### src/csv_structural_indexer_core_defines.svh
// Assertion macros shared by the structural indexer.
`ifndef CSV_STRUCTURAL_INDEXER_CORE_DEFINES_SVH
`define CSV_STRUCTURAL_INDEXER_CORE_DEFINES_SVH

// A property that must hold at every clock edge outside reset.
`define CSI_ASSERT(label, clk, rst, prop, msg) \
   label: assert property (@(posedge clk) disable iff (rst) (prop)) else $error(msg);

// A condition in one cycle that forces a consequence in the next cycle.
`define CSI_ASSERT_NEXT(label, clk, rst, cond, prop, msg) \
   label: assert property (@(posedge clk) disable iff (rst) (cond) |=> (prop)) else $error(msg);

`endif

### src/csi_pkg.sv
`default_nettype none

package csi_pkg;

   localparam int unsigned DEFAULT_BYTES_PER_CHUNK = 8;
   localparam int unsigned DEFAULT_POSITION_WIDTH  = 32;

   localparam int unsigned CHUNK_WIDTH    = 64;
   localparam int unsigned COUNT_WIDTH    = 4;
   localparam int unsigned OUT_WIDTH      = 32;
   localparam int unsigned CSR_INDEX_WIDTH = 2;
   localparam int unsigned CSR_DATA_WIDTH  = 8;

   // Register indexes of the configuration port.
   localparam logic [CSR_INDEX_WIDTH-1:0] REG_SEPARATOR    = 2'd0;
   localparam logic [CSR_INDEX_WIDTH-1:0] REG_QUOTE_ENABLE = 2'd1;

   localparam logic [7:0] QUOTE_BYTE         = 8'd34;
   localparam logic [7:0] NEWLINE_BYTE       = 8'd10;
   localparam logic [7:0] SEPARATOR_RESET    = 8'd44;
   localparam logic       QUOTE_ENABLE_RESET = 1'b1;

   typedef struct packed {
      logic [CHUNK_WIDTH-1:0] chunk_bytes;
      logic [COUNT_WIDTH-1:0] valid_bytes;
   } csi_req_type;

   typedef struct packed {
      logic [OUT_WIDTH-1:0] position;
      logic [OUT_WIDTH-1:0] ordinal;
      logic                 last_of_run;
   } csi_rsp_type;

   typedef struct packed {
      logic accept;
      logic emit;
   } csi_cmd_type;

   typedef struct packed {
      logic chunk_has_hits;
      logic pending_last;
      logic out_free;
   } csi_status_type;

endpackage

`default_nettype wire

### src/csi_ctrl.sv
`default_nettype none

module csi_ctrl (
   input  wire logic                    clock,
   input  wire logic                    reset,
   input  wire logic                    req_valid,
   output logic                         req_stall,
   input  wire csi_pkg::csi_status_type status,
   output csi_pkg::csi_cmd_type         cmd
);
   import csi_pkg::*;

   localparam logic ST_IDLE = 1'b0;
   localparam logic ST_EMIT = 1'b1;

   logic state_ff;
   logic state_in;

   assign req_stall  = (state_ff != ST_IDLE);
   assign cmd.accept = (state_ff == ST_IDLE) && req_valid;
   assign cmd.emit   = (state_ff == ST_EMIT) && status.out_free;

   always_comb begin
      state_in = state_ff;
      case (state_ff)
         ST_IDLE: begin
            if (cmd.accept && status.chunk_has_hits) begin
               state_in = ST_EMIT;
            end
         end
         ST_EMIT: begin
            if (cmd.emit && status.pending_last) begin
               state_in = ST_IDLE;
            end
         end
         default: begin
            state_in = ST_IDLE;
         end
      endcase
   end

   always_ff @(posedge clock) begin
      if (reset) begin
         state_ff <= ST_IDLE;
      end else begin
         state_ff <= state_in;
      end
   end

endmodule

`default_nettype wire

### src/csi_datapath.sv
`default_nettype none

module csi_datapath #(
   parameter int unsigned BYTES_PER_CHUNK = csi_pkg::DEFAULT_BYTES_PER_CHUNK,
   parameter int unsigned POSITION_WIDTH  = csi_pkg::DEFAULT_POSITION_WIDTH
) (
   input  wire logic                                clock,
   input  wire logic                                reset,
   input  wire csi_pkg::csi_cmd_type                cmd,
   output csi_pkg::csi_status_type                  status,
   input  wire csi_pkg::csi_req_type                req_payload,
   input  wire logic                                csr_write,
   input  wire logic [csi_pkg::CSR_INDEX_WIDTH-1:0] csr_index,
   input  wire logic [csi_pkg::CSR_DATA_WIDTH-1:0]  csr_data,
   output logic                                     rsp_valid,
   input  wire logic                                rsp_stall,
   output csi_pkg::csi_rsp_type                     rsp_payload
);
   import csi_pkg::*;

   localparam int unsigned IDX_WIDTH =
      (BYTES_PER_CHUNK > 1) ? $clog2(BYTES_PER_CHUNK) : 1;
   localparam logic [COUNT_WIDTH-1:0] CHUNK_LIMIT = COUNT_WIDTH'(BYTES_PER_CHUNK);

   logic [7:0]                 sep_ff, sep_in;
   logic                       qen_ff, qen_in;
   logic                       quote_ff, quote_in;
   logic [POSITION_WIDTH-1:0]  offset_ff, offset_in;
   logic [POSITION_WIDTH-1:0]  base_ff, base_in;
   logic [OUT_WIDTH-1:0]       found_ff, found_in;
   logic [BYTES_PER_CHUNK-1:0] pend_ff, pend_in;
   logic                       rsp_valid_ff, rsp_valid_in;
   csi_rsp_type                rsp_data_ff, rsp_data_in;

   logic [COUNT_WIDTH-1:0]     count;
   logic [BYTES_PER_CHUNK-1:0] hits;
   logic                       scan_quote;
   logic                       quoted;
   logic [7:0]                 cur;
   logic                       live;
   logic [BYTES_PER_CHUNK-1:0] low_bit;
   logic [BYTES_PER_CHUNK-1:0] rest;
   logic [IDX_WIDTH-1:0]       idx;
   logic [POSITION_WIDTH-1:0]  hit_pos;

   // Walk the chunk once, carrying the quote state from byte to byte.
   always_comb begin
      count  = (req_payload.valid_bytes > CHUNK_LIMIT) ? CHUNK_LIMIT
                                                       : req_payload.valid_bytes;
      quoted = quote_ff;
      cur    = '0;
      live   = 1'b0;
      hits   = '0;
      for (int k = 0; k < BYTES_PER_CHUNK; k++) begin
         cur  = req_payload.chunk_bytes[8*k +: 8];
         live = (COUNT_WIDTH'(k) < count);
         if (live && qen_ff && (cur == QUOTE_BYTE)) begin
            quoted = !quoted;
         end
         hits[k] = live && !(qen_ff && quoted) &&
                   ((cur == sep_ff) || (cur == NEWLINE_BYTE));
      end
      scan_quote = quoted;
   end

   // Lowest pending hit goes out first.
   always_comb begin
      low_bit = pend_ff & (~pend_ff + BYTES_PER_CHUNK'(1));
      rest    = pend_ff & ~low_bit;
      idx     = '0;
      for (int k = 0; k < BYTES_PER_CHUNK; k++) begin
         if (low_bit[k]) begin
            idx = IDX_WIDTH'(k);
         end
      end
   end

   // The position wraps at the position width before it is widened or cut.
   assign hit_pos = base_ff + POSITION_WIDTH'(idx);

   assign status.chunk_has_hits = |hits;
   assign status.pending_last   = (rest == '0);
   assign status.out_free       = !rsp_valid_ff || !rsp_stall;

   always_comb begin
      sep_in = sep_ff;
      qen_in = qen_ff;
      if (csr_write) begin
         case (csr_index)
            REG_SEPARATOR:    sep_in = csr_data;
            REG_QUOTE_ENABLE: qen_in = csr_data[0];
            default: begin
            end
         endcase
      end
   end

   always_comb begin
      quote_in     = (cmd.accept && qen_ff) ? scan_quote : quote_ff;
      offset_in    = cmd.accept ? offset_ff + POSITION_WIDTH'(count) : offset_ff;
      base_in      = cmd.accept ? offset_ff : base_ff;
      pend_in      = cmd.accept ? hits : (cmd.emit ? rest : pend_ff);
      found_in     = cmd.emit ? found_ff + OUT_WIDTH'(1) : found_ff;
      rsp_valid_in = cmd.emit || (rsp_valid_ff && rsp_stall);
      rsp_data_in  = rsp_data_ff;
      if (cmd.emit) begin
         rsp_data_in.position    = OUT_WIDTH'(hit_pos);
         rsp_data_in.ordinal     = found_ff;
         rsp_data_in.last_of_run = status.pending_last;
      end
   end

   always_ff @(posedge clock) begin
      if (reset) begin
         sep_ff       <= SEPARATOR_RESET;
         qen_ff       <= QUOTE_ENABLE_RESET;
         quote_ff     <= 1'b0;
         offset_ff    <= '0;
         found_ff     <= '0;
         pend_ff      <= '0;
         rsp_valid_ff <= 1'b0;
      end else begin
         sep_ff       <= sep_in;
         qen_ff       <= qen_in;
         quote_ff     <= quote_in;
         offset_ff    <= offset_in;
         found_ff     <= found_in;
         pend_ff      <= pend_in;
         rsp_valid_ff <= rsp_valid_in;
      end
   end

   always_ff @(posedge clock) begin
      base_ff     <= base_in;
      rsp_data_ff <= rsp_data_in;
   end

   assign rsp_valid   = rsp_valid_ff;
   assign rsp_payload = rsp_data_ff;

endmodule

`default_nettype wire

### src/csv_structural_indexer_core.sv
// CSV structural indexer. Text arrives as chunks of up to BYTES_PER_CHUNK bytes,
// byte zero in the low bits, and every separator or newline byte that lies
// outside double quotes (anywhere, if quoting is off) comes out as a result
// beat carrying its absolute byte position and its running ordinal, lowest
// position first, with last_of_run set on the final beat of the chunk. A chunk
// with no such byte produces no beat. The in-quote flag carries across chunks,
// so a doubled quote cancels itself. Timing: a chunk is taken, then its
// results leave through a single output register at one per cycle as long as
// the result side does not stall. A chunk with no structural bytes leaves the
// controller idle; any other chunk keeps the input stalled until its last
// result is loaded. A stalled beat that keeps the output register full delays
// the next load, and so the chunk. The next chunk is taken as soon as the last
// result of the current one has been loaded into the output register, even
// while that result still waits downstream. Configuration writes are always
// ready and are meant to happen only while the block is idle.

`default_nettype none

`include "csv_structural_indexer_core_defines.svh"

module csv_structural_indexer_core #(
   parameter int unsigned BYTES_PER_CHUNK = csi_pkg::DEFAULT_BYTES_PER_CHUNK,
   parameter int unsigned POSITION_WIDTH  = csi_pkg::DEFAULT_POSITION_WIDTH
) (
   input  wire logic                                clock,
   input  wire logic                                reset,
   input  wire logic                                req_valid,
   output logic                                     req_stall,
   input  wire csi_pkg::csi_req_type                req_payload,
   output logic                                     rsp_valid,
   input  wire logic                                rsp_stall,
   output csi_pkg::csi_rsp_type                     rsp_payload,
   input  wire logic                                csr_valid,
   output logic                                     csr_ready,
   input  wire logic [csi_pkg::CSR_INDEX_WIDTH-1:0] csr_index,
   input  wire logic [csi_pkg::CSR_DATA_WIDTH-1:0]  csr_data
);
   import csi_pkg::*;

   csi_cmd_type    cmd;
   csi_status_type status;
   logic           csr_write;

   // Register writes never wait.
   assign csr_ready = 1'b1;
   assign csr_write = csr_valid && csr_ready;

   // The controller decides when a chunk is taken and when a result beat is
   // loaded into the output register.
   csi_ctrl u_ctrl (
      .clock     (clock),
      .reset     (reset),
      .req_valid (req_valid),
      .req_stall (req_stall),
      .status    (status),
      .cmd       (cmd)
   );

   // The datapath scans the chunk, keeps the quote flag, offset and count, and
   // holds the pending hit mask and the output register.
   csi_datapath #(
      .BYTES_PER_CHUNK (BYTES_PER_CHUNK),
      .POSITION_WIDTH  (POSITION_WIDTH)
   ) u_datapath (
      .clock       (clock),
      .reset       (reset),
      .cmd         (cmd),
      .status      (status),
      .req_payload (req_payload),
      .csr_write   (csr_write),
      .csr_index   (csr_index),
      .csr_data    (csr_data),
      .rsp_valid   (rsp_valid),
      .rsp_stall   (rsp_stall),
      .rsp_payload (rsp_payload)
   );

   // A chunk is never taken in the same cycle as a result is loaded.
   `CSI_ASSERT(a_accept_emit_excl, clock, reset, !(cmd.accept && cmd.emit),
      "accept during emit")
   // A chunk with structural bytes blocks the input until its results are out.
   `CSI_ASSERT_NEXT(a_hits_stall, clock, reset,
      cmd.accept && status.chunk_has_hits, req_stall, "no stall after hit chunk")
   // Loading the last result of a chunk frees the input in the next cycle.
   `CSI_ASSERT_NEXT(a_last_frees, clock, reset, cmd.emit && status.pending_last,
      !req_stall, "input still stalled after last beat")
   // Every loaded result shows up as a valid beat.
   `CSI_ASSERT_NEXT(a_emit_valid, clock, reset, cmd.emit, rsp_valid, "loaded beat not valid")

endmodule

`default_nettype wire
### config.mk
export PLATFORM = sky130hd
export DESIGN_NAME = csv_structural_indexer_core
export DESIGN_NICKNAME = d
export VERILOG_FILES = /design/src/csi_pkg.sv /design/src/csi_ctrl.sv /design/src/csi_datapath.sv /design/src/csv_structural_indexer_core.sv
export VERILOG_INCLUDE_DIRS = /design/src /design/src/src
export SDC_FILE = /design/constraint.sdc
export NUM_CORES = 1
export LEC_CHECK = 0
export BUFFER_PORTS_ARGS = -buffer_cell sky130_fd_sc_hd__buf_4
export CAP_MARGIN = 40
export CORE_MARGIN = 10
export CORE_UTILIZATION = 27
export DETAILED_ROUTE_END_ITERATION = 8
export HOLD_SLACK_MARGIN = 0.15
export PLACE_DENSITY = 0.42
export SETUP_SLACK_MARGIN = 0.4
export SLEW_MARGIN = 40
export SYNTH_ARGS = -nofsm -noshare
export SYNTH_HDL_FRONTEND = slang
export SYNTH_SLANG_ARGS = --single-unit
### constraint.sdc
create_clock -name clock -period 5 [get_ports clock]
set_clock_uncertainty 0.15 [all_clocks]
set_input_delay 1.25 -clock clock [delete_from_list [all_inputs] [get_ports clock]]
set_output_delay 1.25 -clock clock [all_outputs]
set_load 0.1 [all_outputs]
# ---- Word level (Yosys, flattened, before mapping)
# Index checks and enable logic that the tools add are counted.
# Widths: inputs -> output; s select.
dict set report totals {
  ff_bits 181
  input_bits 83
  out_inout_bits 68
  wordCells 156
}
dict set report classes {
  n_addsub 4
  magnitude_cmp 9
  eq_ne 25
  n_mux 21
  bitwise_logic 5
  reduce_logical 80
}
# op count
set ops {}
lappend ops {{$eq 8x4->1 const B} 8}
lappend ops {{$eq 8x6->1 const B} 8}
lappend ops {{$eq 8x8->1} 8}
lappend ops {{$logic_and 1x1->1} 46}
lappend ops {{$add 32x1->32 const B} 1}
lappend ops {{$add 32x3->32} 1}
lappend ops {{$add 32x4->32} 1}
lappend ops {{$logic_not 1->1} 18}
lappend ops {{$and 8x8->8} 2}
lappend ops {{$lt 3x4->1 const A} 4}
lappend ops {{$mux 8} 2}
lappend ops {{$not 8->8} 2}
lappend ops {{$mux 3} 4}
lappend ops {{$mux 1} 11}
lappend ops {{$logic_or 1x1->1} 10}
lappend ops {{$add 8x1->8 const B} 1}
lappend ops {{$logic_not 8->1} 1}
lappend ops {{$lt 1x4->1 const A} 2}
lappend ops {{$lt 2x4->1 const A} 2}
lappend ops {{$reduce_or 8->1} 1}
lappend ops {{$gt 4x4->1 const B} 1}
lappend ops {{$mux 2} 2}
lappend ops {{$mux 4} 1}
lappend ops {{$reduce_and 2->1} 2}
lappend ops {{other kinds (5)} 5}

# ---- Logic depth before layout (Yosys ltp)
# Gate-level depths: netlist of the first run.
dict set report depth {
  ltp_word 28
  ltp_mapped 13
  mapped_depth_nobuf 13
}

# ---- Cells and area by module
# A second synthesis of the first run with hierarchy kept.
dict set report unflattened {
  cells_unflattened 807
  area_unflattened_um2 8578.2
}
# mod n_inst cells_each area_each_um2 seq_area_each_um2
set by_module_without_submodules {}
lappend by_module_without_submodules {csi_datapath 1 800 8516.9 4574.4}
lappend by_module_without_submodules {csi_ctrl 1 5 50.0 20.0}
lappend by_module_without_submodules {csv_structural_indexer_core 1 2 11.3 0.0}

# ---- Worst setup path after synthesis of the first run
# No wires, ideal clock.
dict set report synth_path {
  path_kind {input to register}
  from {input rsp_stall}
  to {register u_datapath.found_ff[31]}
  setup_time_ns 0.128
  arrival_time_ns 4.647
  required_ns 4.722
  setup_slack_ns 0.076
  path_stages 11
  path_buffers 1
  cell_sequence {nand2_1 > nand2_1 > clkinv_1 > and4_1 > clkbuf_1 > and4_1 > and2_1 > nand3_1 > nor3_1 > xnor2_1 > nor2_1}
}
# item line_no
set synth_lines {}
lappend synth_lines {{start, declared} csv_structural_indexer_core.sv:31} ;# input wire logic rsp_stall,
lappend synth_lines {{end signal, assigned} csi_datapath.sv:127} ;# found_ff <= found_in;
lappend synth_lines {{end, declared} csi_datapath.sv:30} ;# logic [OUT_WIDTH-1:0] found_ff, found_in;

# ---- Worst setup path after layout of the first run
dict set report layout_path {
  from {register u_datapath.pend_ff[0]}
  to {register u_datapath.rsp_data_ff, in the netlist u_datapath.rsp_payload[61], data pin}
}
dict set report layout_between {
  elab_chain_len 11
}
# item line_no
set layout_lines {}
lappend layout_lines {{start, declared} csi_datapath.sv:31} ;# logic [BYTES_PER_CHUNK-1:0] pend_ff, pend_in;
lappend layout_lines {{start signal, assigned} csi_datapath.sv:128} ;# pend_ff <= pend_in;
lappend layout_lines {{$not 8->8 *} csi_datapath.sv:68} ;# low_bit = pend_ff & (~pend_ff + BYTES_PER_CHUNK'(1));
lappend layout_lines {{$add 8x1->8 *} csi_datapath.sv:68}
lappend layout_lines {{$and 8x8->8 *} csi_datapath.sv:68}
lappend layout_lines {{$mux 1} csi_datapath.sv:72} ;# if (low_bit[k]) begin
lappend layout_lines {{$mux 2 (2 in a row)} csi_datapath.sv:72}
lappend layout_lines {{$mux 3 (3 in a row)} csi_datapath.sv:72}
lappend layout_lines {{$mux 3 *} csi_datapath.sv:72}
lappend layout_lines {{$add 32x3->32 *} csi_datapath.sv:79} ;# assign hit_pos = base_ff + POSITION_WIDTH'(idx);
lappend layout_lines {{via u_datapath.hit_pos[28]} csi_datapath.sv:44} ;# logic [POSITION_WIDTH-1:0] hit_pos;
lappend layout_lines {{end signal, assigned} csi_datapath.sv:135} ;# rsp_data_ff <= rsp_data_in;
lappend layout_lines {{end, declared} csi_datapath.sv:33} ;# csi_rsp_type rsp_data_ff, rsp_data_in;
# Mark *: on every way through the listed nets, which the timed path passes. The rest lies on a longest branch.
# A chain may end at the register's enable or synchronous reset.

==> qor.yml, run 1 <==
run_status:
  status: "completed"
global_routing:
  grt_use_total_pct: 11.2
  overflow: 0
  grt_pass1_wl_mm: 34.8
  grt_pass1_vias: 6286
  grt_max_degree: 85
  antenna_found_initial: 1
routing:
  drc_errors: 0
  vias: 6171
  via_per_inst: 4.50
  routedWlPerCell_microns: 15.8
  wl_mm: 21.7
  drtAntennaViolNets: 0
  drt-initial-drc-count: 306
  first_pass_iters: 4
logic_synthesis:
  synth-warning-count: 0
  synth.top_cell.area_share_pct: 33.7
  dominantRegCellSynth: "edfxtp_1"
  synth_fp_nets: 904
  synth_area_sq_um: 8650
  syn_avg_cell_area_sq_um: 10.7
  synth-seq-area-share_pct: 53.1
  synthCells: 811
  async_flop_share_pct: 0
  ys_ff_latch: 181
  yosysTopAreaCell: "edfxtp_1"
  ys_types: 67
  ys_top_cells_by_area: "edfxtp_1, dfxtp_1, xnor2_1"
  synth-edff-count: 97
setup_path:
  crit_family: "simple AND/OR/NAND/NOR gates"
  regToRegEndpoint: "u_datapath.rsp_payload[61]"
  reg2reg_slack_ns: 1.11
  cp-end-kind: "flip-flop"
  crit_arrival_ns: 3.92
  critPathRequiredTime_ns: 5.03
  cp_num_buf_inv: 0
  r2r_cells: 13
  worst-setup-path-type: "flip-flop to flip-flop"
  slowest_delay_ns: 0.59
  startpoint: "u_datapath.pend_ff[0]"
  crit_path_start_kind: "flip-flop"
  worstPathCellList: "nor4_1 -> nand2_1 -> nor2_1 -> nand2_1 -> o21ai_0 -> ha_1 -> fa_1 -> a21o_1 -> nor2b_1 -> nand3_1 -> nor3_1 -> and2_1 -> xor2_1"
  worstReg2RegStart: "u_datapath.pend_ff[0]"
  cp_max_fo: 7
  crit_top_cell: "nand2_1"
  crit_slowest_cell: "nor4_1"
sta:
  worst_slew_pin_slew_ns: 0.707
  setup_viol: 0
  tns_ns: 0
  hold_viol_final: 0
  finalCritPeriodShare_pct: 77.8
  fin_crit_ns: 3.89
  whs_ns: 0.315
  slew_headroom_pct: 52.9
  rsz0062_at_grt: "false"
  fmax_ghz: 0.257
  slew_viol_final: 0
finish:
  drive_gt1_share_pct: 21.1
  finalNetCount: 1050
  num_antenna_cells: 0
  syn2layout_area_growth_pct: 24.8
  fill_cells: 3254
  final_cell_mix: "buf_4, edfxtp_1, nor2_1, xnor2_1, dfxtp_1"
  layout_commonest_cell: "buf_4"
  fin_cells: 1372
clock_network:
  htreeDepth: 4
  cts_resized: 0
  cts_buffers: 17
  cts_root_buffer: "clkbuf_16"
  clkSlewWorstSetupHoldPaths_ns: 0.06
  holdBufCountCts: 0
  clockBufferDepth: 2
  cts_post_setup_buffers_inserted: 0
  clock_sinks: 181
  clk_latency_ns: 0.43
  cts_tree: "built"
floorplan:
  core_sq_um: 31600
  start_util_pct: 27.4
  die_y_microns: 199
  dieArea_sq_um: 39600
  std_cell_rows: 65
  ios: 151
  die_w_microns: 199
power_and_ir_drop:
  powerDensity_nw_per_um2: 297
  leakage_nw: 3.91
  max-vdd-ir-drop_v: 0.000227
min_path:
  holdCritPathClass: "flip-flop to flip-flop"
  hp-start: "u_datapath.offset_ff[31]"
  holdPathStages: 0
  min_delay_worst_endpoint: "u_datapath.base_ff[31]"
job:
  maxCapViolCount: 0
placed_design:
  place.gp.congestion: 0.794
  port-buffer-count: 149
  dp_cells: 1340
  dp_hpwl_mm: 16.4
==> worst reg2reg max path, stage by stage (launching register included) <==
cell and delay (ns):
dfxtp_1 0.37, nor4_1 0.59, nand2_1 0.24, nor2_1 0.19
nand2_1 0.08, o21ai_0 0.09, ha_1 0.21, fa_1 0.24
a21o_1 0.17, nor2b_1 0.43, nand3_1 0.29, nor3_1 0.34
and2_1 0.19, xor2_1 0.06
==> synthesized netlist by cell type, types with 3 or more instances <==
cell / number
nor4_1: 9
mux2i_1: 7
nand2b_1: 5
or3_1: 12
ha_1: 8
edfxtp_1: 97
a21oi_1: 32
and4_1: 8
or4b_2: 4
a21o_1: 5
nand2_1: 66
nor4b_1: 3
nor3_1: 14
a211o_1: 4
nand3_1: 33
a31oi_1: 3
dfxtp_1: 84
inv_1: 14
nor2b_1: 11
xnor2_1: 89
xor2_1: 61
clkbuf_1: 26
and3_1: 18
nand3b_1: 6
o21ai_0: 21
nand4_1: 25
a211oi_1: 3
nor3b_1: 3
o211ai_1: 3
and2_1: 4
nor2_1: 89
==> sequential cells by signal, indices dropped and copies added (netlist names) <==
register / count
u_datapath.quote_ff: 1
u_datapath.offset_ff: 32
u_ctrl.req_stall: 1
u_datapath.pend_ff: 8
u_datapath.qen_ff: 1
u_datapath.found_ff: 32
u_datapath.sep_ff: 8
u_datapath.rsp_payload: 65
u_datapath.rsp_valid: 1
u_datapath.base_ff: 32
==> cell type report <==
class / count / area (sq um) / share of cell area, %
tap: 402 / 503 / 4.66
multi-input combinational: 587 / 3890 / 36.0
inverter: 16 / 61.3 / 0.568
clock buffer: 23 / 527 / 4.88
sequential: 181 / 4590 / 42.5
timing repair buffer: 154 / 1160 / 10.7
clock inverter: 9 / 61.3 / 0.568
==> cells by family after synthesis <==
kind of cell	Yosys count	synth area share, %
buffers and inverters	43	1.91
xor gates and xnor gates	154	16.2
AOI/OAI and AO/OA	93	7.00
muxes	10	1.24
DFF	181	53.1
other	1	0.0433
adders and majority gates	10	1.62
and+or+nand+nor	319	18.9
==> worst max path at each step <==
stage,slack [ns],to,depth (start not counted)
4_1_cts,1.08,u_datapath.rsp_payload[63],13
5_1_grt,0.77,u_datapath.rsp_payload[59],13
3_5_place_dp,0.81,u_datapath.offset_ff[26],13
6_report,1.11,u_datapath.rsp_payload[61],13
3_3_place_gp,0.89,u_datapath.offset_ff[26],13
2_1_floorplan,1.0,u_datapath.found_ff[31],11
==> stage by stage <==
stage / setup WS, ns / utilization, % / power [mW] / cell area [sq um]
after floorplan: 0.996 / - / 1.81 / 8650
after global placement: 0.891 / 32.3 / 1.92 / 10200
after detailed placement: 0.806 / 32.4 / 1.92 / 10200
after CTS: 1.08 / 34.2 / 3.26 / 10800
after global routing: 0.766 / 34.2 / 3.36 / 10800
final: 1.11 / 34.2 / 3.21 / 10800
==> power by group <==
part | switching, mW | internal (mW)
registers | 0.0325 | 1.59
clock network | 0.579 | 0.748
logic | 0.149 | 0.116
==> layer usage <==
| layer | wire, microns | track usage, % | up-vias |
|---|---|---|---|
| met5 | 13 | 0 | - |
| met4 | 280 | 3.65 | 2 |
| met3 | 1770 | 4.82 | 20 |
| met2 | 9500 | 16.9 | 136 |
| met1 | 10100 | 14.1 | 2851 |
| li1 | - | - | 3162 |
(Power assumes the default switching activity.)
==> run 2: changes to the inputs <==
PLACE_DENSITY = 0.4   (was 0.42)
clock period = 3.74 ns   (was 5 ns; I/O delays follow)
==> qor.yml, run 2 (synthesis gave the netlist of run 1 again) <==
routing:
  drt-initial-drc-count: 218  # -29%
  drtAntennaViolNets: 0  # unchanged
  drc_errors: 0  # unchanged
  first_pass_iters: 5  # +1
  wl_mm: 22.2  # +2.3%
  routedWlPerCell_microns: 15.9  # +0.59%
  via_per_inst: 4.48  # -0.34%
  vias: 6253  # +1.3%
floorplan:
  ios: 151  # unchanged
  start_util_pct: 27.4  # unchanged
  std_cell_rows: 65  # unchanged
  die_w_microns: 199  # unchanged
  die_y_microns: 199  # unchanged
  core_sq_um: 31600  # unchanged
  dieArea_sq_um: 39600  # unchanged
job:
  maxCapViolCount: 0  # unchanged
global_routing:
  grt_max_degree: 85  # unchanged
  overflow: 0  # unchanged
  use_met3_pct: 4.87  # +0.051 points
  grt_util_met1_pct: 13.7  # -0.40 points
  grt_use_total_pct: 11.5  # +0.23 points
  antenna_found_initial: 2  # +1
  grt_pass1_wl_mm: 35.9  # +3.0%
  grt_pass1_vias: 6461  # +2.8%
  busiest_layer: "met2"
  grt.met2_usage_pct: 18.1  # +1.2 points
clock_network:
  clk_latency_ns: 0.43  # about the same
  holdBufCountCts: 0  # unchanged
  clock_sinks: 181  # unchanged
  cts_root_buffer: "clkbuf_16"
  cts_post_setup_buffers_inserted: 0  # unchanged
  htreeDepth: 4  # unchanged
  cts_buffers: 17  # unchanged
  clockBufferDepth: 2  # unchanged
  cts_tree: "built"
  clkSlewWorstSetupHoldPaths_ns: 0.07  # about the same
  cts_resized: 4  # +4
power_and_ir_drop:
  leakage_nw: 4.07  # +3.9%
  design_power_total_mw: 4.39  # +37%
  power_frac_clock_pct: 42.4  # +1.1 points
  switchingPower_mw: 1.03  # +35%
  swShare_pct: 23.4  # -0.28 points
  p_seq_share_pct: 49.3  # -1.1 points
  max-vdd-ir-drop_v: 0.000312  # +38%
  p_int_mw: 3.36  # +37%
  combPwrFrac_pct: 8.3  # about the same
  powerDensity_nw_per_um2: 395  # +33%
placed_design:
  port-buffer-count: 149  # unchanged
  pre_cts_ws_ns: 0.0195  # -0.787 ns
  dp_hpwl_mm: 16.8  # +2.5%
  place.gp.congestion: 0.776  # -2.2%
  dp_cells: 1363  # +1.7%
  placed_area_sq_um: 10400  # +2.0%
finish:
  final_cell_mix: "buf_4, edfxtp_1, xnor2_1, nor2_1, dfxtp_1"
  num_antenna_cells: 0  # unchanged
  syn2layout_area_growth_pct: 28.4
  drive_gt1_share_pct: 24.3  # +3.1 points
  fin_cells: 1395  # +1.7%
  layout_commonest_cell: "buf_4"
  largest_reg_flops: 65  # unchanged
  finalNetCount: 1073  # +2.2%
  post-route-cell-area_sq_um: 11100  # +2.8%
setup_path:
  crit_slowest_cell: "or4b_1"
  critPathRequiredTime_ns: 3.94  # -1.09 ns
  crit_arrival_ns: 3.40  # -0.52 ns
  slowest_delay_ns: 0.54  # -0.05 ns
  crit_family: "simple AND/OR/NAND/NOR gates"
  crit_path_start_kind: "input port"
  cp-end-kind: "flip-flop"
  worst-setup-path-type: "input port to flip-flop"
  cp_max_fo: 5  # -2
  worstPathCellList: "buf_4 -> or4b_1 -> nor3_2 -> o211ai_1 -> xnor2_2 -> xnor3_2 -> mux2_4 -> a2111o_1 -> a31oi_1"
  cp_num_buf_inv: 1  # +1
sta:
  setup_viol: 0  # unchanged
  slew_viol_final: 0  # unchanged
  finalCritPeriodShare_pct: 85.6
  fmax_ghz: 0.312
  tns_ns: 0  # unchanged
  slew_headroom_pct: 53.3  # +0.43 points
  layout_setup_ws_ns: 0.539  # -0.571 ns
  rsz0062_at_grt: "false"
  fin_crit_ns: 3.20
  hold_viol_final: 0  # unchanged
  worst_slew_pin_slew_ns: 0.700  # -0.00651 ns
run_status:
  status: "completed"
min_path:
  holdCritPathClass: "flip-flop to flip-flop"
run 2: changes by cell type in the layout (fill, tap and decap cells not counted), moves of 2 or more:
| cell | delta |
|---|---|
| buf_4 | +22 |
| clkinv_2 | -3 |
| bufinv_16 | +2 |
| nand3_1 | -2 |
| nand3_2 | +2 |
| nor2_1 | -2 |
| nor2_2 | +2 |
| nor2b_1 | -2 |
| nor2b_4 | +2 |
| nor3_1 | -2 |
run 2: metal layers:
metal / vias to the layer above / share of wire [%]
met5: - / 0.12
met4: 4 / 1.1
met3: 18 / 8.1
met2: 125 / 46
met1: 2887 / 45
li1: 3219 / -
run 2: worst register-to-register path, delay by kind of cell (launching register included):
kind / cells / cell delay [ns]
DFF: 1 / 0.37
xor gates and xnor gates: 1 / 0.14
AOI/OAI and AO/OA: 2 / 0.31
and+or+nand+nor: 8 / 1.39
adders and majority gates: 2 / 0.47
run 2: worst paths after layout:
check             slack (ns)  cells past startpoint                    endpoint               startpoint
setup / recovery        0.54                      9            u_ctrl.req_stall          req_payload[36]
hold / removal          0.32                      0  u_datapath.rsp_payload[32]  u_datapath.found_ff[31]
setup reg to reg        0.67                     13  u_datapath.rsp_payload[55]    u_datapath.pend_ff[1]
hold reg to reg         0.32                      0  u_datapath.rsp_payload[32]  u_datapath.found_ff[31]
run 2: final cells by class:
type,instances,area [sq um]
multi-input combinational,587,3980
fill,3230,20500
clock inverter,12,141
sequential,181,4600
timing repair buffer,177,1340
tap,402,503
clock buffer,20,483
inverter,16,65.1
run 2: metrics by stage:
step	utilization, %	hold slack (ns)
after global placement	33.0	0.297
after detailed placement	33.0	0.299
final	35.2	0.316
after floorplan	-	0.278
after CTS	35.0	0.320
after global routing	35.2	0.326
run 2: power by group through the flow:
stage | clock (mW) | sequential (mW) | combinational, mW
floorplan | 0 | 2.24 | 0.180
global placement | 0 | 2.21 | 0.366
detailed placement | 0 | 2.21 | 0.370
CTS | 1.94 | 2.16 | 0.371
global route | 2.02 | 2.17 | 0.402
finish | 1.86 | 2.16 | 0.364
